<file path="src/rtl/urs_pkg.sv">
`timescale 1ns / 1ps
// ----------------------------------------------------------------------------
// URL risk scorer package
// Shared widths, codes, reset values, feature weights and byte constants.
// ----------------------------------------------------------------------------
package urs_pkg;

	// Field and register widths.
	localparam int CHAR_W      = 8;
	localparam int LEN_W       = 16;
	localparam int COUNT_W     = 8;
	localparam int SCORE_W     = 6;
	localparam int VERDICT_W   = 2;
	localparam int CFG_IDX_W   = 3;
	localparam int CFG_DATA_W  = 16;
	localparam int PART_W      = 9;
	localparam int RUN_DOTS_W  = 3;
	localparam int PREFIX_W    = 4;
	localparam int WINDOW_W    = 48;

	// Configuration register indexes.
	typedef enum logic [CFG_IDX_W-1:0] {
		REG_LENGTH_LIMIT      = 3'd0,
		REG_DOT_LIMIT         = 3'd1,
		REG_PERCENT_LIMIT     = 3'd2,
		REG_HIGH_THRESHOLD    = 3'd3,
		REG_SUSPECT_THRESHOLD = 3'd4
	} reg_idx_t;

	// Reset values of the configuration registers.
	localparam logic [LEN_W-1:0]   RST_LENGTH_LIMIT      = 16'd120;
	localparam logic [COUNT_W-1:0] RST_DOT_LIMIT         = 8'd6;
	localparam logic [COUNT_W-1:0] RST_PERCENT_LIMIT     = 8'd2;
	localparam logic [SCORE_W-1:0] RST_HIGH_THRESHOLD    = 6'd30;
	localparam logic [SCORE_W-1:0] RST_SUSPECT_THRESHOLD = 6'd15;

	// Dotted-quad decision for the current URL.
	typedef enum logic [1:0] {
		IP_UNDECIDED = 2'd0,
		IP_FOUND     = 2'd1,
		IP_RULED_OUT = 2'd2
	} ip_status_t;

	// Verdict codes.
	typedef enum logic [VERDICT_W-1:0] {
		VERDICT_LOW        = 2'd0,
		VERDICT_SUSPICIOUS = 2'd1,
		VERDICT_HIGH       = 2'd2
	} verdict_t;

	// Feature weights.
	localparam logic [SCORE_W-1:0] W_TOO_LONG     = 6'd10;
	localparam logic [SCORE_W-1:0] W_AT_SIGN      = 6'd8;
	localparam logic [SCORE_W-1:0] W_IP_ADDRESS   = 6'd12;
	localparam logic [SCORE_W-1:0] W_NO_HTTPS     = 6'd6;
	localparam logic [SCORE_W-1:0] W_KEYWORD      = 6'd10;
	localparam logic [SCORE_W-1:0] W_MANY_DOTS    = 6'd6;
	localparam logic [SCORE_W-1:0] W_MANY_PERCENT = 6'd6;
	localparam logic [SCORE_W-1:0] SCORE_MAX      = 6'd58;

	// Saturation points.
	localparam logic [LEN_W-1:0]      LEN_MAX      = 16'hFFFF;
	localparam logic [COUNT_W-1:0]    COUNT_MAX    = 8'hFF;
	localparam logic [PART_W-1:0]     PART_SAT     = 9'd256;
	localparam logic [PART_W-1:0]     PART_MAX_OK  = 9'd255;
	localparam logic [RUN_DOTS_W-1:0] RUN_DOTS_SAT = 3'd4;
	localparam logic [RUN_DOTS_W-1:0] QUAD_DOTS    = 3'd3;

	// Prefix matcher positions.
	localparam logic [PREFIX_W-1:0] PREFIX_DONE = 4'd8;
	localparam logic [PREFIX_W-1:0] PREFIX_FAIL = 4'd15;

	// Byte constants.
	localparam logic [CHAR_W-1:0] CH_ZERO    = 8'h30;
	localparam logic [CHAR_W-1:0] CH_NINE    = 8'h39;
	localparam logic [CHAR_W-1:0] CH_DOT     = 8'h2E;
	localparam logic [CHAR_W-1:0] CH_AT      = 8'h40;
	localparam logic [CHAR_W-1:0] CH_PERCENT = 8'h25;
	localparam logic [CHAR_W-1:0] CH_UPPER_A = 8'h41;
	localparam logic [CHAR_W-1:0] CH_UPPER_Z = 8'h5A;
	localparam logic [CHAR_W-1:0] CASE_DIFF  = 8'h20;

	// Keywords, lowercase, newest byte lowest.
	localparam logic [39:0]         KEY_LOGIN  = 40'h6C6F67696E;
	localparam logic [WINDOW_W-1:0] KEY_VERIFY = 48'h766572696679;
	localparam logic [WINDOW_W-1:0] KEY_UPDATE = 48'h757064617465;
	localparam logic [WINDOW_W-1:0] KEY_SECURE = 48'h736563757265;

	// Expected byte at each position of the secure prefix.
	function automatic logic [CHAR_W-1:0] prefix_char(input logic [2:0] pos);
		logic [CHAR_W-1:0] ch;
		case (pos)
			3'd0:    ch = 8'h68; // h
			3'd1:    ch = 8'h74; // t
			3'd2:    ch = 8'h74; // t
			3'd3:    ch = 8'h70; // p
			3'd4:    ch = 8'h73; // s
			3'd5:    ch = 8'h3A; // :
			3'd6:    ch = 8'h2F; // /
			default: ch = 8'h2F; // /
		endcase
		return ch;
	endfunction

endpackage

</file>
<file path="src/rtl/urs_if.sv">
`timescale 1ns / 1ps
// ----------------------------------------------------------------------------
// URL risk scorer channels
// Valid/ready channels for URL bytes in and risk results out.
// ----------------------------------------------------------------------------
interface urs_in_if;
	import urs_pkg::*;

	logic              valid;
	logic              ready;
	logic [CHAR_W-1:0] char_byte;
	logic              has_char;
	logic              last;

	modport source (output valid, output char_byte, output has_char, output last,
		input ready);
	modport sink (input valid, input char_byte, input has_char, input last,
		output ready);
endinterface

interface urs_out_if;
	import urs_pkg::*;

	logic                 valid;
	logic                 ready;
	logic [SCORE_W-1:0]   score;
	logic [VERDICT_W-1:0] verdict;
	logic                 too_long;
	logic                 at_sign;
	logic                 ip_address;
	logic                 no_https;
	logic                 keyword;
	logic                 many_dots;
	logic                 many_percent;

	modport source (output valid, output score, output verdict, output too_long,
		output at_sign, output ip_address, output no_https, output keyword,
		output many_dots, output many_percent, input ready);
	modport sink (input valid, input score, input verdict, input too_long,
		input at_sign, input ip_address, input no_https, input keyword,
		input many_dots, input many_percent, output ready);
endinterface

</file>
<file path="src/rtl/url_risk_scorer_core.sv">
`timescale 1ns / 1ps
// ----------------------------------------------------------------------------
// URL risk scorer core
// Scores one URL, given a byte per transfer, for seven phishing features.
// ----------------------------------------------------------------------------
// The block takes one URL byte per cycle and accepts a new byte in every
// cycle while no waiting result holds input off. Each byte is captured in an
// input register and folded from there into the per-URL feature state. The
// transfer marked last also loads the result register with the score,
// verdict and flags; the result passes through the input register and the
// result register before it is presented. A waiting result stalls input
// only when another last byte is ready to be scored behind it. After each
// result all per-URL state clears; the configuration registers keep
// their values and should be written only while no URL is in progress.
module url_risk_scorer_core (
	input  logic                           clk,
	input  logic                           arst_n,
	input  logic                           cfg_we,
	input  logic [urs_pkg::CFG_IDX_W-1:0]  cfg_index,
	input  logic [urs_pkg::CFG_DATA_W-1:0] cfg_data,
	urs_in_if.sink                         url_in,
	urs_out_if.source                      risk_out
);
	import urs_pkg::*;

	// Configuration registers.
	logic [LEN_W-1:0]   length_limit_q;
	logic [COUNT_W-1:0] dot_limit_q;
	logic [COUNT_W-1:0] percent_limit_q;
	logic [SCORE_W-1:0] high_threshold_q;
	logic [SCORE_W-1:0] suspect_threshold_q;

	// Input stage.
	logic              valid_s1;
	logic [CHAR_W-1:0] char_byte_s1;
	logic              has_char_s1;
	logic              last_s1;

	// Per-URL feature state.
	logic [LEN_W-1:0]      length_count_q, length_count_n;
	logic                  at_seen_q, at_seen_n;
	ip_status_t            ip_status_q, ip_status_n, ip_final;
	logic                  in_run_q, in_run_n;
	logic                  part_empty_q, part_empty_n;
	logic [PART_W-1:0]     part_value_q, part_value_n;
	logic [RUN_DOTS_W-1:0] run_dots_q, run_dots_n;
	logic [PREFIX_W-1:0]   prefix_position_q, prefix_position_n;
	logic [WINDOW_W-1:0]   recent_window_q, recent_window_n;
	logic                  keyword_seen_q, keyword_seen_n;
	logic [COUNT_W-1:0]    dot_count_q, dot_count_n;
	logic [COUNT_W-1:0]    percent_count_q, percent_count_n;

	// Result register.
	logic                 out_valid_q;
	logic [SCORE_W-1:0]   score_q;
	logic [VERDICT_W-1:0] verdict_q;
	logic                 too_long_q, at_sign_q, ip_address_q, no_https_q;
	logic                 keyword_q, many_dots_q, many_percent_q;

	// Per-byte working signals.
	logic                 proc;
	logic                 out_free;
	logic [CHAR_W-1:0]    low;
	logic                 is_digit;
	logic [3:0]           digit_val;
	logic [11:0]          part_mul;
	logic                 f_long, f_at, f_ip, f_https, f_key, f_dots, f_pct;
	logic [SCORE_W-1:0]   score_c;
	verdict_t             verdict_c;

	// Configuration writes.
	always_ff @(posedge clk or negedge arst_n) begin
		if (!arst_n) begin
			length_limit_q      <= RST_LENGTH_LIMIT;
			dot_limit_q         <= RST_DOT_LIMIT;
			percent_limit_q     <= RST_PERCENT_LIMIT;
			high_threshold_q    <= RST_HIGH_THRESHOLD;
			suspect_threshold_q <= RST_SUSPECT_THRESHOLD;
		end else if (cfg_we) begin
			case (reg_idx_t'(cfg_index))
				REG_LENGTH_LIMIT:      length_limit_q      <= cfg_data;
				REG_DOT_LIMIT:         dot_limit_q         <= cfg_data[COUNT_W-1:0];
				REG_PERCENT_LIMIT:     percent_limit_q     <= cfg_data[COUNT_W-1:0];
				REG_HIGH_THRESHOLD:    high_threshold_q    <= cfg_data[SCORE_W-1:0];
				REG_SUSPECT_THRESHOLD: suspect_threshold_q <= cfg_data[SCORE_W-1:0];
				default: ;
			endcase
		end
	end

	// Handshake: a byte is processed unless it must load a result that has
	// nowhere to go yet.
	assign out_free     = !out_valid_q || risk_out.ready;
	assign proc         = valid_s1 && (!last_s1 || out_free);
	assign url_in.ready = !valid_s1 || proc;

	// Input register.
	always_ff @(posedge clk or negedge arst_n) begin
		if (!arst_n) begin
			valid_s1 <= 1'b0;
		end else if (url_in.ready) begin
			valid_s1 <= url_in.valid;
		end
	end

	always_ff @(posedge clk) begin
		if (url_in.ready && url_in.valid) begin
			char_byte_s1 <= url_in.char_byte;
			has_char_s1  <= url_in.has_char;
			last_s1      <= url_in.last;
		end
	end

	// Byte classification.
	always_comb begin
		low       = (char_byte_s1 inside {[CH_UPPER_A:CH_UPPER_Z]}) ?
			char_byte_s1 + CASE_DIFF : char_byte_s1;
		is_digit  = char_byte_s1 inside {[CH_ZERO:CH_NINE]};
		digit_val = 4'(char_byte_s1 - CH_ZERO);
		part_mul  = 12'({part_value_q, 3'b000}) + 12'({part_value_q, 1'b0}) +
			12'(digit_val);
	end

	// Counters, prefix matcher and keyword window after this byte.
	always_comb begin
		length_count_n    = length_count_q;
		at_seen_n         = at_seen_q;
		dot_count_n       = dot_count_q;
		percent_count_n   = percent_count_q;
		prefix_position_n = prefix_position_q;
		recent_window_n   = recent_window_q;
		keyword_seen_n    = keyword_seen_q;
		if (has_char_s1) begin
			if (length_count_q != LEN_MAX) length_count_n = length_count_q + 1'b1;
			if (char_byte_s1 == CH_AT) at_seen_n = 1'b1;
			if (char_byte_s1 == CH_DOT && dot_count_q != COUNT_MAX)
				dot_count_n = dot_count_q + 1'b1;
			if (char_byte_s1 == CH_PERCENT && percent_count_q != COUNT_MAX)
				percent_count_n = percent_count_q + 1'b1;
			if (prefix_position_q < PREFIX_DONE) begin
				prefix_position_n = (low == prefix_char(prefix_position_q[2:0])) ?
					prefix_position_q + 1'b1 : PREFIX_FAIL;
			end
			recent_window_n = {recent_window_q[WINDOW_W-CHAR_W-1:0], low};
			if (recent_window_n[39:0] == KEY_LOGIN || recent_window_n == KEY_VERIFY ||
				recent_window_n == KEY_UPDATE || recent_window_n == KEY_SECURE)
				keyword_seen_n = 1'b1;
		end
	end

	// Dotted-quad run tracker after this byte.
	always_comb begin
		ip_status_n  = ip_status_q;
		in_run_n     = in_run_q;
		part_empty_n = part_empty_q;
		part_value_n = part_value_q;
		run_dots_n   = run_dots_q;
		if (has_char_s1 && ip_status_q == IP_UNDECIDED) begin
			if (!in_run_q) begin
				if (is_digit) begin
					in_run_n     = 1'b1;
					part_empty_n = 1'b0;
					part_value_n = PART_W'(digit_val);
					run_dots_n   = '0;
				end
			end else if (is_digit) begin
				part_value_n = (part_mul > 12'(PART_SAT)) ? PART_SAT : part_mul[PART_W-1:0];
				part_empty_n = 1'b0;
			end else if (char_byte_s1 == CH_DOT) begin
				if (part_empty_q || part_value_q > PART_MAX_OK) begin
					ip_status_n = IP_RULED_OUT;
				end else begin
					part_empty_n = 1'b1;
					part_value_n = '0;
					if (run_dots_q != RUN_DOTS_SAT) run_dots_n = run_dots_q + 1'b1;
				end
			end else begin
				if (!part_empty_q && part_value_q > PART_MAX_OK) ip_status_n = IP_RULED_OUT;
				else if (run_dots_q == QUAD_DOTS) ip_status_n = IP_FOUND;
				in_run_n = 1'b0;
			end
		end
	end

	// Close an open run at the end of the URL, then score it.
	always_comb begin
		ip_final = ip_status_n;
		if (in_run_n && ip_status_n == IP_UNDECIDED) begin
			if (!part_empty_n && part_value_n > PART_MAX_OK) ip_final = IP_RULED_OUT;
			else if (run_dots_n == QUAD_DOTS) ip_final = IP_FOUND;
		end
		f_long  = length_count_n > length_limit_q;
		f_at    = at_seen_n;
		f_ip    = ip_final == IP_FOUND;
		f_https = prefix_position_n != PREFIX_DONE;
		f_key   = keyword_seen_n;
		f_dots  = dot_count_n > dot_limit_q;
		f_pct   = percent_count_n > percent_limit_q;
		score_c = (f_long  ? W_TOO_LONG     : '0) + (f_at   ? W_AT_SIGN   : '0) +
			(f_ip    ? W_IP_ADDRESS   : '0) + (f_https ? W_NO_HTTPS  : '0) +
			(f_key   ? W_KEYWORD      : '0) + (f_dots  ? W_MANY_DOTS : '0) +
			(f_pct   ? W_MANY_PERCENT : '0);
		if (score_c >= high_threshold_q)         verdict_c = VERDICT_HIGH;
		else if (score_c >= suspect_threshold_q) verdict_c = VERDICT_SUSPICIOUS;
		else                                     verdict_c = VERDICT_LOW;
	end

	// Feature state: update on each processed byte, clear after the last one.
	always_ff @(posedge clk or negedge arst_n) begin
		if (!arst_n) begin
			length_count_q    <= '0;
			at_seen_q         <= 1'b0;
			ip_status_q       <= IP_UNDECIDED;
			in_run_q          <= 1'b0;
			part_empty_q      <= 1'b1;
			part_value_q      <= '0;
			run_dots_q        <= '0;
			prefix_position_q <= '0;
			recent_window_q   <= '0;
			keyword_seen_q    <= 1'b0;
			dot_count_q       <= '0;
			percent_count_q   <= '0;
		end else if (proc) begin
			if (last_s1) begin
				length_count_q    <= '0;
				at_seen_q         <= 1'b0;
				ip_status_q       <= IP_UNDECIDED;
				in_run_q          <= 1'b0;
				part_empty_q      <= 1'b1;
				part_value_q      <= '0;
				run_dots_q        <= '0;
				prefix_position_q <= '0;
				recent_window_q   <= '0;
				keyword_seen_q    <= 1'b0;
				dot_count_q       <= '0;
				percent_count_q   <= '0;
			end else begin
				length_count_q    <= length_count_n;
				at_seen_q         <= at_seen_n;
				ip_status_q       <= ip_status_n;
				in_run_q          <= in_run_n;
				part_empty_q      <= part_empty_n;
				part_value_q      <= part_value_n;
				run_dots_q        <= run_dots_n;
				prefix_position_q <= prefix_position_n;
				recent_window_q   <= recent_window_n;
				keyword_seen_q    <= keyword_seen_n;
				dot_count_q       <= dot_count_n;
				percent_count_q   <= percent_count_n;
			end
		end
	end

	// Result register valid flag.
	always_ff @(posedge clk or negedge arst_n) begin
		if (!arst_n) begin
			out_valid_q <= 1'b0;
		end else if (proc && last_s1) begin
			out_valid_q <= 1'b1;
		end else if (risk_out.ready) begin
			out_valid_q <= 1'b0;
		end
	end

	// Result payload.
	always_ff @(posedge clk) begin
		if (proc && last_s1) begin
			score_q        <= score_c;
			verdict_q      <= verdict_c;
			too_long_q     <= f_long;
			at_sign_q      <= f_at;
			ip_address_q   <= f_ip;
			no_https_q     <= f_https;
			keyword_q      <= f_key;
			many_dots_q    <= f_dots;
			many_percent_q <= f_pct;
		end
	end

	assign risk_out.valid        = out_valid_q;
	assign risk_out.score        = score_q;
	assign risk_out.verdict      = verdict_q;
	assign risk_out.too_long     = too_long_q;
	assign risk_out.at_sign      = at_sign_q;
	assign risk_out.ip_address   = ip_address_q;
	assign risk_out.no_https     = no_https_q;
	assign risk_out.keyword      = keyword_q;
	assign risk_out.many_dots    = many_dots_q;
	assign risk_out.many_percent = many_percent_q;

`ifndef SYNTHESIS
	// A decided IP status holds until the URL closes.
	a_ip_sticky: assert property (@(posedge clk) disable iff (!arst_n)
		(ip_status_q != IP_UNDECIDED && !(proc && last_s1)) |=>
		ip_status_q == $past(ip_status_q))
		else $error("IP status changed within a URL");

	// The prefix matcher stays within its position range or the fail mark.
	a_prefix_range: assert property (@(posedge clk) disable iff (!arst_n)
		prefix_position_q <= PREFIX_DONE || prefix_position_q == PREFIX_FAIL)
		else $error("prefix position out of range");

	// A last byte behind a stalled result must hold off input.
	a_stall_backpressure: assert property (@(posedge clk) disable iff (!arst_n)
		(valid_s1 && last_s1 && out_valid_q && !risk_out.ready) |-> !url_in.ready)
		else $error("input taken while a result is blocked");

	// A loaded result carries a reachable score and a defined verdict.
	a_result_range: assert property (@(posedge clk) disable iff (!arst_n)
		(proc && last_s1) |=> (score_q <= SCORE_MAX && verdict_q != 2'd3))
		else $error("result out of range");
`endif

endmodule
</file>
<file path="src/flat_wrapper.sv">
// flat-port wrapper written by rule: the top's interface ports become plain ports
module url_risk_scorer_core_flat import urs_pkg::*;
  (clk, arst_n, cfg_we, cfg_index, cfg_data, url_in_valid, url_in_char_byte, url_in_has_char, url_in_last, url_in_ready, risk_out_valid, risk_out_score, risk_out_verdict, risk_out_too_long, risk_out_at_sign, risk_out_ip_address, risk_out_no_https, risk_out_keyword, risk_out_many_dots, risk_out_many_percent, risk_out_ready);
  urs_in_if url_in_i ();
  urs_out_if risk_out_i ();
  input  logic clk;
  input  logic arst_n;
  input  logic cfg_we;
  input  logic [urs_pkg::CFG_IDX_W-1:0] cfg_index;
  input  logic [urs_pkg::CFG_DATA_W-1:0] cfg_data;
  input wire logic [$bits(url_in_i.valid)-1:0] url_in_valid;
  input wire logic [$bits(url_in_i.char_byte)-1:0] url_in_char_byte;
  input wire logic [$bits(url_in_i.has_char)-1:0] url_in_has_char;
  input wire logic [$bits(url_in_i.last)-1:0] url_in_last;
  output wire logic [$bits(url_in_i.ready)-1:0] url_in_ready;
  output wire logic [$bits(risk_out_i.valid)-1:0] risk_out_valid;
  output wire logic [$bits(risk_out_i.score)-1:0] risk_out_score;
  output wire logic [$bits(risk_out_i.verdict)-1:0] risk_out_verdict;
  output wire logic [$bits(risk_out_i.too_long)-1:0] risk_out_too_long;
  output wire logic [$bits(risk_out_i.at_sign)-1:0] risk_out_at_sign;
  output wire logic [$bits(risk_out_i.ip_address)-1:0] risk_out_ip_address;
  output wire logic [$bits(risk_out_i.no_https)-1:0] risk_out_no_https;
  output wire logic [$bits(risk_out_i.keyword)-1:0] risk_out_keyword;
  output wire logic [$bits(risk_out_i.many_dots)-1:0] risk_out_many_dots;
  output wire logic [$bits(risk_out_i.many_percent)-1:0] risk_out_many_percent;
  input wire logic [$bits(risk_out_i.ready)-1:0] risk_out_ready;
  assign url_in_i.valid = url_in_valid;
  assign url_in_i.char_byte = url_in_char_byte;
  assign url_in_i.has_char = url_in_has_char;
  assign url_in_i.last = url_in_last;
  assign url_in_ready = url_in_i.ready;
  assign risk_out_valid = risk_out_i.valid;
  assign risk_out_score = risk_out_i.score;
  assign risk_out_verdict = risk_out_i.verdict;
  assign risk_out_too_long = risk_out_i.too_long;
  assign risk_out_at_sign = risk_out_i.at_sign;
  assign risk_out_ip_address = risk_out_i.ip_address;
  assign risk_out_no_https = risk_out_i.no_https;
  assign risk_out_keyword = risk_out_i.keyword;
  assign risk_out_many_dots = risk_out_i.many_dots;
  assign risk_out_many_percent = risk_out_i.many_percent;
  assign risk_out_i.ready = risk_out_ready;
  url_risk_scorer_core u_core (.clk(clk), .arst_n(arst_n), .cfg_we(cfg_we), .cfg_index(cfg_index), .cfg_data(cfg_data), .url_in(url_in_i), .risk_out(risk_out_i));
endmodule
</file>
<file path="config.mk">
export PLATFORM = sky130hd
export DESIGN_NAME = url_risk_scorer_core_flat
export DESIGN_NICKNAME = d
export VERILOG_FILES = /design/src/rtl/urs_pkg.sv /design/src/rtl/urs_if.sv /design/src/rtl/url_risk_scorer_core.sv /design/src/flat_wrapper.sv
export SDC_FILE = /design/constraint.sdc
export NUM_CORES = 1
export LEC_CHECK = 0
export BUFFER_PORTS_ARGS = -buffer_cell sky130_fd_sc_hd__buf_2
export CELL_PAD_IN_SITES_DETAIL_PLACEMENT = 0
export CELL_PAD_IN_SITES_GLOBAL_PLACEMENT = 2
export CORE_ASPECT_RATIO = 0.9
export CORE_MARGIN = 5
export CORE_UTILIZATION = 43
export DETAILED_ROUTE_END_ITERATION = 7
export PLACE_DENSITY = 0.95
export SLEW_MARGIN = 30
export SYNTH_ARGS = -nofsm -noshare
export SYNTH_HDL_FRONTEND = slang
export SYNTH_SLANG_ARGS = --single-unit
</file>
<file path="constraint.sdc">
create_clock -name clk -period 9.8 [get_ports clk]
set_input_delay 0.49 -clock clk [delete_from_list [all_inputs] [get_ports clk]]
set_output_delay 0.49 -clock clk [all_outputs]
set_load 0.01 [all_outputs]
</file>
==> qor.txt, run 1 <==
Max-slew violations - 0
Setup_tns - 0 ns
Via count - 7404
Largest net degree at the start of global routing - 96
Initial drt markers - 572
RSZ-0062 raised after global routing - false
Total core area - 22400 µm²
Vias in the first global route - 7255
VDD IR-drop max - 0.0794 mV
Setup Skew - 0.0176 ns
Die area - 25900 µm²
Critical path's largest stage delay - 0.63 ns
Die Y-Extent - 153 µm
Sequential share of the synthesized area - 0.434
Yosys cell types - 80
Slowest CP cell - a311oi_2
WP data required - 10.01 ns
CTS Hold Bufs - 0
Final Hold Vio Count - 0
Sink Count - 164
Clk_lat worst skew - 0.45 ns
Synth async-reset ratio - 0.854
Number of synthesized flops with an enable pin - 24
Drt wl/cell - 17.2 µm
Minimum clock period after layout - 6.78 ns
Crit Path Max Fanout - 11
Mapped cell area - 9790 µm²
Clock Root Buffer - clkbuf_16
Share of the synthesized area in the top cell type - 0.317
Leading register cell type out of synthesis - dfrtp_1
Most frequent cells after synthesis - dfrtp_1 (124), nand2_1 (109), o21ai_0 (90)
Leading area contributor after synthesis - dfrtp_1
Overflow after GRT - 0
Overall routing resource usage - 0.182
Num rows - 52
Leak Pwr - 4.93 nW
Gate Count Post-Synth - 1006
Max_slew headroom - 0.449
Synth Warn # - 0
Starting density of the core - 0.436
Initial antenna violation count - 0
Worst Slack Setup Final - 3.02 ns
First-pass iteration count of the detailed router - 7
Kind of end point of the critical path - register
Final #Nets - 1155
Top-count cell post-synth - dfrtp_1
Max-cap violations - 0
H-Tree Depth - 4
Final hold slack - 0.129 ns
TritonCTS clock tree - yes
Io pins - 51
Power Dens Cells - 164 nW/µm²
Final HPWL DP - 16400 µm
ANT nets after route - 0
FF+latch area - 4240 µm²
Longest Clk Path Bufs - 2
Synth area leaders - dfrtp_1 (32%), ha_1 (9.8%), edfxtp_1 (7.4%)
Outcome - complete, no violations
First-pass GRT wire length - 38300 µm
Total nets after synthesis - 1124
Hold WC Path Type - in2async
Synth-to-Final Area Change - 11.4%
Post-CTS setup repair buffer count - 0
Die width - 169 µm
Tcrit/Tclk final - 0.692
DRC violations left - 0
Max frequency - 147 MHz
Critical Path Source Type - register
Pre-CTS setup slack - 3.01 ns
N_diodes - 0
Share of cells above drive strength 1 - 0.134
Vias/cell - 5.50
Count of state elements after synthesis - 164
Final WL - 23100 µm
Post-CTS sizing - 0
IO buf count - 49
CTS Buf Count - 17
Reg clk slew, reported paths - 0.08 ns
Slew @ Worst Pin - 0.825 ns
Final Setup Violations - 0
Avg Inst Size Synth - 9.73 µm²
Fill cell count - 2110
CP Data Arrival Time - 7.00 ns
Final GP Congestion - 0.805
Multi-input gate area - 5120 µm²
Cell repeated most along the worst path - a21oi_1
Kind of critical path - reg2reg
[critical path, delay by kind of cell (launching register included)]
| kind | cells | cell delay, ns |
|---|---|---|
| AO/OA/AOI/OAI | 11 | 2.16 |
| XOR/XNOR | 1 | 0.20 |
| adder cells (fa/ha/maj) | 5 | 1.92 |
| flip-flops | 1 | 0.57 |
| multiplexers | 1 | 0.42 |
| AND/OR/NAND/NOR | 8 | 1.29 |
[placed cells by master, fill, tap and decap left out, types with 7 or more instances in the layout]
cell / count
a21o_1: 9
a21oi_1: 45
a22o_1: 55
a31oi_1: 9
buf_2: 48
buf_4: 9
clkbuf_16: 17
dfrtp_1: 124
dfstp_2: 16
edfxtp_1: 24
fa_1: 7
ha_1: 77
inv_1: 69
mux2_2: 13
nand2_1: 108
nand2b_1: 15
nand3_1: 26
nand3b_1: 8
nand4_1: 14
nor2_1: 46
nor2b_1: 12
nor3_1: 20
o21a_1: 13
o21ai_0: 90
o31ai_1: 8
xnor2_1: 23
xor2_1: 16
[stage by stage]
step | power [mW] | util | cell area [µm²] | instances
2_1_floorplan | 1.03 | - | 9790 | 1006
3_3_place_gp | 1.13 | 0.459 | 10300 | 1315
3_5_place_dp | 1.13 | 0.459 | 10300 | 1315
4_1_cts | 1.80 | 0.486 | 10900 | 1347
5_1_grt | 1.89 | 0.486 | 10900 | 1347
6_report | 1.78 | 0.486 | 10900 | 1347
[cell type report]
class	count	area share
clock buffers	17	0.0390
well taps	297	0.0341
inverters	70	0.0241
flip-flops and latches	164	0.389
repair buffers	58	0.0295
clock inverters	15	0.0148
multi-input cells	726	0.469
[final timing paths]
path	slack (ns)	endpoint	startpoint	cells after the start
worst min register to register	0.50	u_core.recent_window_q[39]$_DFFE_PN0P_	u_core.recent_window_q[39]$_DFFE_PN0P_	1
worst max register to register	3.02	u_core.risk_out.verdict[0]$_SDFFCE_PP0P_	u_core.char_byte_s1[4]$_DFFE_PP_	26
min in group clk	0.22	u_core.last_s1$_DFFE_PP_	url_in_last	1
max in group asynchronous	8.51	u_core.recent_window_q[4]$_DFFE_PN0P_	arst_n	2
worst min-delay path	0.13	u_core.recent_window_q[16]$_DFFE_PN0P_	arst_n	1
worst max-delay path	3.02	u_core.risk_out.verdict[0]$_SDFFCE_PP0P_	u_core.char_byte_s1[4]$_DFFE_PP_	26
[flip-flops by register name (all words and copies together) (netlist names), 5 cells and up]
register and count:
u_core.recent_window_q 40, u_core.length_count_q 16, u_core.length_limit_q 16, u_core.part_value_q 9, u_core.char_byte_s1 8, u_core.dot_count_q 8, u_core.dot_limit_q 8, u_core.percent_count_q 8
u_core.percent_limit_q 8, u_core.high_threshold_q 6, u_core.suspect_threshold_q 6, u_core.risk_out.score 5
[report_power, final]
group          switching [mW]  total [mW]  internal [mW]
clock network           0.327       0.669          0.342
registers              0.0392       0.800          0.761
logic                   0.187       0.314          0.127
total                   0.554        1.78           1.23
[per-layer routing]
metal  vias to the layer above  track usage  wire (µm)  part of all wire
met5                         -            0          0                 0
met2                       109        0.275      10500              0.45
li1                       3689            -          -                 -
met3                        17       0.0387        789             0.034
met1                      3589        0.269      11700              0.50
met4                         0       0.0433        211            0.0091
[cell families after synthesis]
kind of cell               Yosys count  share of synthesized area
buffers and inverters              116                     0.0459
other                                1                   0.000383
adders and majority gates           84                      0.113
and+or+nand+nor                    305                      0.159
muxes                               16                     0.0180
AOI/OAI and AO/OA                  281                      0.195
xor gates and xnor gates            39                     0.0349
DFF                                164                      0.434
No activity file was read; power rests on OpenSTA's default activity.
==> run 2, diff against run 1 <==
--- a/config.mk
+++ b/config.mk
@@ -10,9 +10,9 @@
 export CELL_PAD_IN_SITES_GLOBAL_PLACEMENT = 2
 export CORE_ASPECT_RATIO = 0.9
 export CORE_MARGIN = 5
-export CORE_UTILIZATION = 43
+export CORE_UTILIZATION = 40
 export DETAILED_ROUTE_END_ITERATION = 7
-export PLACE_DENSITY = 0.95
+export PLACE_DENSITY = 0.91
 export SLEW_MARGIN = 30
 export SYNTH_ARGS = -nofsm -noshare
 export SYNTH_HDL_FRONTEND = slang
==> constraint.sdc (replaced) <==
create_clock -name clk -period 6.45 [get_ports clk]
set_input_delay 0.3225 -clock clk [delete_from_list [all_inputs] [get_ports clk]]
set_output_delay 0.3225 -clock clk [all_outputs]
set_load 0.01 [all_outputs]
==> qor.txt, run 2 (synthesis gave the netlist of run 1 again) <==
Final Hold Vio Count - 0 (unchanged)
Final #Nets - 1178 (was 1155)
Commonest non-fill, non-tap cell in the layout - dfrtp_1 (unchanged)
IO buf count - 49 (unchanged)
Max-slew violations - 0 (unchanged)
Outcome - complete, no violations (unchanged)
CTS Buf Count - 17 (unchanged)
H-Tree Depth - 4 (unchanged)
Sink Count - 164 (unchanged)
VDD IR-drop max - 0.191 mV (was 0.0794 mV)
Critical Path Source Type - register (unchanged)
CP Data Arrival Time - 6.31 ns (was 7.00 ns)
Largest register FFs - 40 (unchanged)
Commonest cells after routing, fill and taps aside - dfrtp_1 (124), nand2_1 (109), o21ai_0 (90), ha_1 (77), inv_1 (69) (was dfrtp_1 (124), nand2_1 (108), o21ai_0 (90), ha_1 (77), inv_1 (69))
Critical path, cell by cell - buf_4 -> fa_1 -> inv_1 -> fa_1 -> nor2b_1 -> o2111ai_1 -> a41oi_2 -> a22oi_1 -> o221ai_1 -> nand3b_1 -> a221o_1 -> fa_1 -> fa_1 -> inv_1 -> ha_1 -> a21oi_1 -> xnor2_2 -> ha_1 -> nor2b_1 -> o21ai_0 -> nand2b_1
Placed inst area - 10400 µm² (was 10300 µm²)
Critical path's largest stage delay - 0.55 ns (was 0.63 ns)
Flop-to-flop setup slack - 0.33 ns (was 3.02 ns)
Io pins - 51 (unchanged)
Setup Skew - 0.0141 ns (was 0.0176 ns)
P_int - 1.89 mW (was 1.23 mW)
Leak Pwr - 5.08 nW (was 4.93 nW)
Clock Root Buffer - clkbuf_16 (unchanged)
Kind of end point of the critical path - register (unchanged)
Num rows - 54 (was 52)
Initial antenna violation count - 1 (was 0)
Die area - 27700 µm² (was 25900 µm²)
Vias/cell - 5.52 (was 5.50)
Hold WC Path Type - in2reg (was in2async)
Kind of critical path - reg2reg (unchanged)
Max frequency - 163 MHz (was 147 MHz)
Max_slew headroom - 0.408 (was 0.449)
First-pass GRT wire length - 39400 µm (was 38300 µm)
Final WL - 24000 µm (was 23100 µm)
Clk_lat worst skew - 0.44 ns (was 0.45 ns)
Via count - 7619 (was 7404)
Worst path top cell family by delay - adder cells (was compound AO/OA/AOI/OAI gates)
Slew @ Worst Pin - 0.885 ns (was 0.825 ns)
Largest net degree at the start of global routing - 76 (was 96)
Regs by FF count - u_core.recent_window_q (40), u_core.length_count_q (16), u_core.length_limit_q (16) (unchanged)
DRC violations left - 0 (unchanged)
Final Setup Violations - 0 (unchanged)
Fill cell count - 2288 (was 2110)
Vias in the first global route - 7464 (was 7255)
Post-layout instance area - 11200 µm² (was 10900 µm²)
Cell repeated most along the worst path - fa_1 (was a21oi_1)
Drt wl/cell - 17.4 µm (was 17.2 µm)
First-pass iteration count of the detailed router - 5 (was 7)
Slowest CP cell - fa_1 (was a311oi_2)
Die width - 175 µm (was 169 µm)
Sequential Power Share - 0.443 (was 0.449)
Top reg by flops - u_core.recent_window_q (unchanged)
Overflow after GRT - 0 (unchanged)
Synth-to-Final Area Change - 14.2% (was 11.4%)
Switching Fraction - 0.310 (was 0.311)
Minimum clock period after layout - 6.12 ns (was 6.78 ns)
Fin util - 0.462 (was 0.486)
Final GP Congestion - 0.817 (was 0.805)
TritonCTS clock tree - yes (unchanged)
Reg clk slew, reported paths - 0.08 ns (about the same)
Number of buffers and inverters on the critical path - 3 (was 0)
WP data required - 6.64 ns (was 10.01 ns)
Total core area - 24200 µm² (was 22400 µm²)
ANT nets after route - 0 (unchanged)
Longest Clk Path Bufs - 2 (unchanged)
Clock share of power - 0.375 (about the same)
Final HPWL DP - 16900 µm (was 16400 µm)
Die Y-Extent - 158 µm (was 153 µm)
Initial drt markers - 452 (was 572)
Power Dens Cells - 245 nW/µm² (was 164 nW/µm²)
Psw - 0.848 mW (was 0.554 mW)
Share of cells above drive strength 1 - 0.158 (was 0.134)
Max-cap violations - 0 (unchanged)
Tcrit/Tclk final - 0.949 (was 0.692)
Final hold slack - 0.0565 ns (was 0.129 ns)
N_diodes - 0 (unchanged)
Overall routing resource usage - 0.176 (was 0.182)
Starting density of the core - 0.405 (was 0.436)
Combinational share of power - 0.182 (was 0.176)
Crit Path Max Fanout - 5 (was 11)
==> run 2: changes by cell type in the layout (fill, tap and decap cells not counted), sizes merged <==
cell         delta
dlygate4sd3     +1
buf            +23
clkinvlp        +1
inv             -2
==> run 2: layer usage <==
metal / share of wire / GRT usage
met1: 0.49 / 0.251
met5: 0 / 0
met2: 0.46 / 0.279
met4: 0.015 / 0.0434
met3: 0.037 / 0.0328
==> run 2: power by group through the flow <==
stage                     Sequential [mW]  Clock [mW]  Combinational, mW
final                                1.21        1.03              0.497
after global routing                 1.22        1.09              0.568
after CTS                            1.21        1.05              0.498
after detailed placement             1.23           0              0.491
after global placement               1.23           0              0.484
after floorplan                      1.22           0              0.351
==> run 2: final timing paths <==
kind	endpoint	start	depth (start not counted)
min	u_core.char_byte_s1[1]$_DFFE_PP_	url_in_char_byte[1]	1
max	u_core.risk_out.verdict[1]$_SDFFCE_PP1P_	u_core.char_byte_s1[3]$_DFFE_PP_	21
min reg2reg	u_core.suspect_threshold_q[2]$_DFFE_PN1P_	u_core.suspect_threshold_q[2]$_DFFE_PN1P_	2
max reg2reg	u_core.risk_out.verdict[1]$_SDFFCE_PP1P_	u_core.char_byte_s1[3]$_DFFE_PP_	21
min in group asynchronous	u_core.length_limit_q[11]$_DFFE_PN0P_	arst_n	2
max in group asynchronous	u_core.recent_window_q[11]$_DFFE_PN0P_	arst_n	3
==> run 2: cell type report <==
type	count	area, µm²	share of cell area
Clock inverter	14	159	0.0142
Timing Repair Buffer	81	498	0.0446
Inverter	70	263	0.0235
Sequential cell	164	4240	0.380
Multi-Input combinational cell	726	5180	0.464
Tap cell	308	385	0.0345
Clock buffer	18	439	0.0393
==> run 2: what timing repair did <==
| item | 4_1_cts | 5_1_grt |
|---|---|---|
| pin swaps | 0 | 1 |
| hold endpoints to repair | 50 | 0 |
| setup buffers | 0 | 6 |
| gates resized for setup | 1 | 9 |
| hold buffers | 1 | 0 |
| setup endpoints to repair | 2 | 2 |
==> run 2: through the flow <==
stage | worst slack, ns | power (mW) | setup TNS, ns | instances
global route | -0.0377 | 2.89 | -0.0608 | 1381
global placement | 0.0809 | 1.71 | 0 | 1342
detailed placement | -0.00750 | 1.72 | -0.00750 | 1342
floorplan | 0.430 | 1.57 | 0 | 1006
finish | 0.330 | 2.74 | 0 | 1381
CTS | 0.207 | 2.76 | 0 | 1375
==> run 3, diff against run 2 <==
--- a/config.mk
+++ b/config.mk
@@ -6,13 +6,14 @@
 export NUM_CORES = 1
 export LEC_CHECK = 0
 export BUFFER_PORTS_ARGS = -buffer_cell sky130_fd_sc_hd__buf_2
+export CAP_MARGIN = 5
 export CELL_PAD_IN_SITES_DETAIL_PLACEMENT = 0
 export CELL_PAD_IN_SITES_GLOBAL_PLACEMENT = 2
 export CORE_ASPECT_RATIO = 0.9
 export CORE_MARGIN = 5
 export CORE_UTILIZATION = 40
 export DETAILED_ROUTE_END_ITERATION = 7
-export PLACE_DENSITY = 0.91
+export PLACE_DENSITY = 0.82
 export SLEW_MARGIN = 30
 export SYNTH_ARGS = -nofsm -noshare
 export SYNTH_HDL_FRONTEND = slang
==> qor.txt, run 3 (synthesis gave the netlist of run 1 again) <==
Worst Slack Setup Final - 0.284 ns (was 0.330 ns)
Switching Fraction - 0.310 (about the same)
VDD IR-drop max - 0.146 mV (was 0.191 mV)
Via count - 7450 (was 7619)
Power Dens Cells - 246 nW/µm² (was 245 nW/µm²)
CP Data Arrival Time - 6.35 ns (was 6.31 ns)
Die width - 175 µm (unchanged)
Clock share of power - 0.372 (was 0.375)
Leak Pwr - 5.02 nW (was 5.08 nW)
Final Setup Violations - 0 (unchanged)
Flop-to-flop setup slack - 0.28 ns (was 0.33 ns)
Commonest cells after routing, fill and taps aside - dfrtp_1 (124), nand2_1 (108), o21ai_0 (90), ha_1 (76), inv_1 (69) (was dfrtp_1 (124), nand2_1 (109), o21ai_0 (90), ha_1 (77), inv_1 (69))
Busiest grt layer - met2 (unchanged)
Minimum clock period after layout - 6.17 ns (was 6.12 ns)
Max_slew headroom - 0.480 (was 0.408)
Clock Root Buffer - clkbuf_16 (unchanged)
Longest Clk Path Bufs - 2 (unchanged)
ANT nets after route - 0 (unchanged)
Largest register FFs - 40 (unchanged)
Drt wl/cell - 17.7 µm (was 17.4 µm)
TritonCTS clock tree - yes (unchanged)
Crit Path Max Fanout - 8 (was 5)
Kind of critical path - reg2reg (unchanged)
Kind of end point of the critical path - register (unchanged)
Initial antenna violation count - 0 (was 1)
IO buf count - 49 (unchanged)
Num rows - 54 (unchanged)
Setup_tns - 0 ns (unchanged)
Setup Skew - 0.0115 ns (was 0.0141 ns)
P_int - 1.88 mW (was 1.89 mW)
M1 GR Usage - 0.263 (was 0.251)
Starting density of the core - 0.405 (unchanged)
Sequential Power Share - 0.445 (was 0.443)
H-Tree Depth - 4 (unchanged)
Placed inst area - 10500 µm² (was 10400 µm²)
Pre-CTS setup slack - 0.255 ns (was -0.00750 ns)
Hold WC Path Type - in2reg (unchanged)
Max-slew violations - 0 (unchanged)
Largest net degree at the start of global routing - 75 (was 76)
N_diodes - 0 (unchanged)
Vias/cell - 5.41 (was 5.52)
Final WL - 24400 µm (was 24000 µm)
Sink Count - 164 (unchanged)
Reg clk slew, reported paths - 0.07 ns (was 0.08 ns)
Outcome - complete, no violations (unchanged)
Slew @ Worst Pin - 0.777 ns (was 0.885 ns)
Slowest CP cell - fa_1 (unchanged)
Final HPWL DP - 17300 µm (was 16900 µm)
Io pins - 51 (unchanged)
Synth-to-Final Area Change - 13.2% (was 14.2%)
Critical path, cell by cell - and4_1 -> and4_1 -> a31oi_1 -> buf_4 -> mux2_2 -> ha_1 -> nor2b_1 -> o21a_1 -> o21a_1 -> o21a_1 -> o21a_1 -> o211ai_1 -> a21oi_1 -> o21bai_1 -> fa_1 -> fa_1 -> inv_1 -> ha_1 -> a21oi_1 -> xnor2_2 -> ha_1 -> nor2b_1 -> o21ai_0 -> nand2b_1 (was buf_4 -> fa_1 -> inv_1 -> fa_1 -> nor2b_1 -> o2111ai_1 -> a41oi_2 -> a22oi_1 -> o221ai_1 -> nand3b_1 -> a221o_1 -> fa_1 -> fa_1 -> inv_1 -> ha_1 -> a21oi_1 -> xnor2_2 -> ha_1 -> nor2b_1 -> o21ai_0 -> nand2b_1)
First-pass iteration count of the detailed router - 5 (unchanged)
Overall routing resource usage - 0.181 (was 0.176)
Final GP Congestion - 0.792 (was 0.817)
Die area - 27700 µm² (unchanged)
Final Hold Vio Count - 0 (unchanged)
Fin util - 0.458 (was 0.462)
Final #Nets - 1175 (was 1178)
First-pass GRT wire length - 39800 µm (was 39400 µm)
Max frequency - 162 MHz (was 163 MHz)
Combinational share of power - 0.183 (was 0.182)
Psw - 0.844 mW (was 0.848 mW)
DRC violations left - 0 (unchanged)
M2 GR Usage - 0.282 (was 0.279)
WP data required - 6.63 ns (was 6.64 ns)
Critical Path Source Type - register (unchanged)
Total core area - 24200 µm² (unchanged)
Initial drt markers - 447 (was 452)
Overflow after GRT - 0 (unchanged)
GRT met3 Usage - 0.0354 (was 0.0328)
Top reg by flops - u_core.recent_window_q (unchanged)
Regs by FF count - u_core.recent_window_q (40), u_core.length_count_q (16), u_core.length_limit_q (16) (unchanged)
Cell repeated most along the worst path - o21a_1 (was fa_1)
Max-cap violations - 0 (unchanged)
Die Y-Extent - 158 µm (unchanged)
Tcrit/Tclk final - 0.956 (was 0.949)
Critical path's largest stage delay - 0.54 ns (was 0.55 ns)
Share of cells above drive strength 1 - 0.153 (was 0.158)
Post-layout instance area - 11100 µm² (was 11200 µm²)
Vias in the first global route - 7344 (was 7464)
Clk_lat worst skew - 0.44 ns (about the same)
Fill cell count - 2345 (was 2288)
Commonest non-fill, non-tap cell in the layout - dfrtp_1 (unchanged)
CTS Buf Count - 17 (unchanged)
==> run 3: area by class of cell <==
type                            count  area, µm²  share of cell area
Multi-Input combinational cell    726       5130               0.463
Sequential cell                   164       4240               0.383
Timing Repair Buffer               78        475              0.0429
Clock buffer                       18        439              0.0396
Tap cell                          308        385              0.0348
Inverter                           70        263              0.0237
Clock inverter                     14        138              0.0124
==> run 3: through the flow <==
stage | std cells | power (mW) | hold slack (ns)
2_1_floorplan | 1006 | 1.57 | 0.0269
3_3_place_gp | 1343 | 1.73 | 0.422
3_5_place_dp | 1343 | 1.73 | 0.425
4_1_cts | 1376 | 2.76 | 0.0378
5_1_grt | 1378 | 2.88 | 0.0370
6_report | 1378 | 2.72 | 0.0571
==> run 3: critical path, delay by kind of cell, from the launching register on <==
kind | cells | cell delay (ns)
adders and majority gates | 5 | 1.97
xor gates and xnor gates | 1 | 0.18
and+or+nand+nor | 5 | 0.83
AOI/OAI and AO/OA | 10 | 1.88
muxes | 1 | 0.37
buffers and inverters | 2 | 0.25
DFF | 1 | 0.46
==> run 3: final timing paths <==
check	from	cells after the start	to
max reg2reg	u_core.length_count_q[4]$_DFFE_PN0P_	24	u_core.risk_out.verdict[1]$_SDFFCE_PP1P_
max	u_core.length_count_q[4]$_DFFE_PN0P_	24	u_core.risk_out.verdict[1]$_SDFFCE_PP1P_
min	url_in_has_char	1	u_core.has_char_s1$_DFFE_PP_
min reg2reg	u_core.length_limit_q[5]$_DFFE_PN1P_	2	u_core.length_limit_q[5]$_DFFE_PN1P_
min in group asynchronous	arst_n	2	u_core.recent_window_q[18]$_DFFE_PN0P_
max in group asynchronous	arst_n	3	u_core.dot_count_q[6]$_DFFE_PN0P_
==> run 3: timing repair <==
action,in CTS,in global routing
gates resized for setup,0,4
endpoints found under the setup margin,0,2
endpoints found under the hold margin,69,0
buffers inserted,0,2
hold buffers,1,0
==> run 3: per-layer routing <==
layer | wire length (µm) | share of wire
met1 | 12500 | 0.51
met2 | 10900 | 0.45
met3 | 803 | 0.033
met4 | 252 | 0.010
met5 | 0 | 0
==> run 3: power groups by stage <==
stage	Combinational [mW]	Sequential (mW)	Clock, mW
finish	0.498	1.21	1.01
global route	0.574	1.23	1.08
CTS	0.503	1.21	1.04
detailed placement	0.499	1.23	0
global placement	0.493	1.23	0
floorplan	0.351	1.22	0
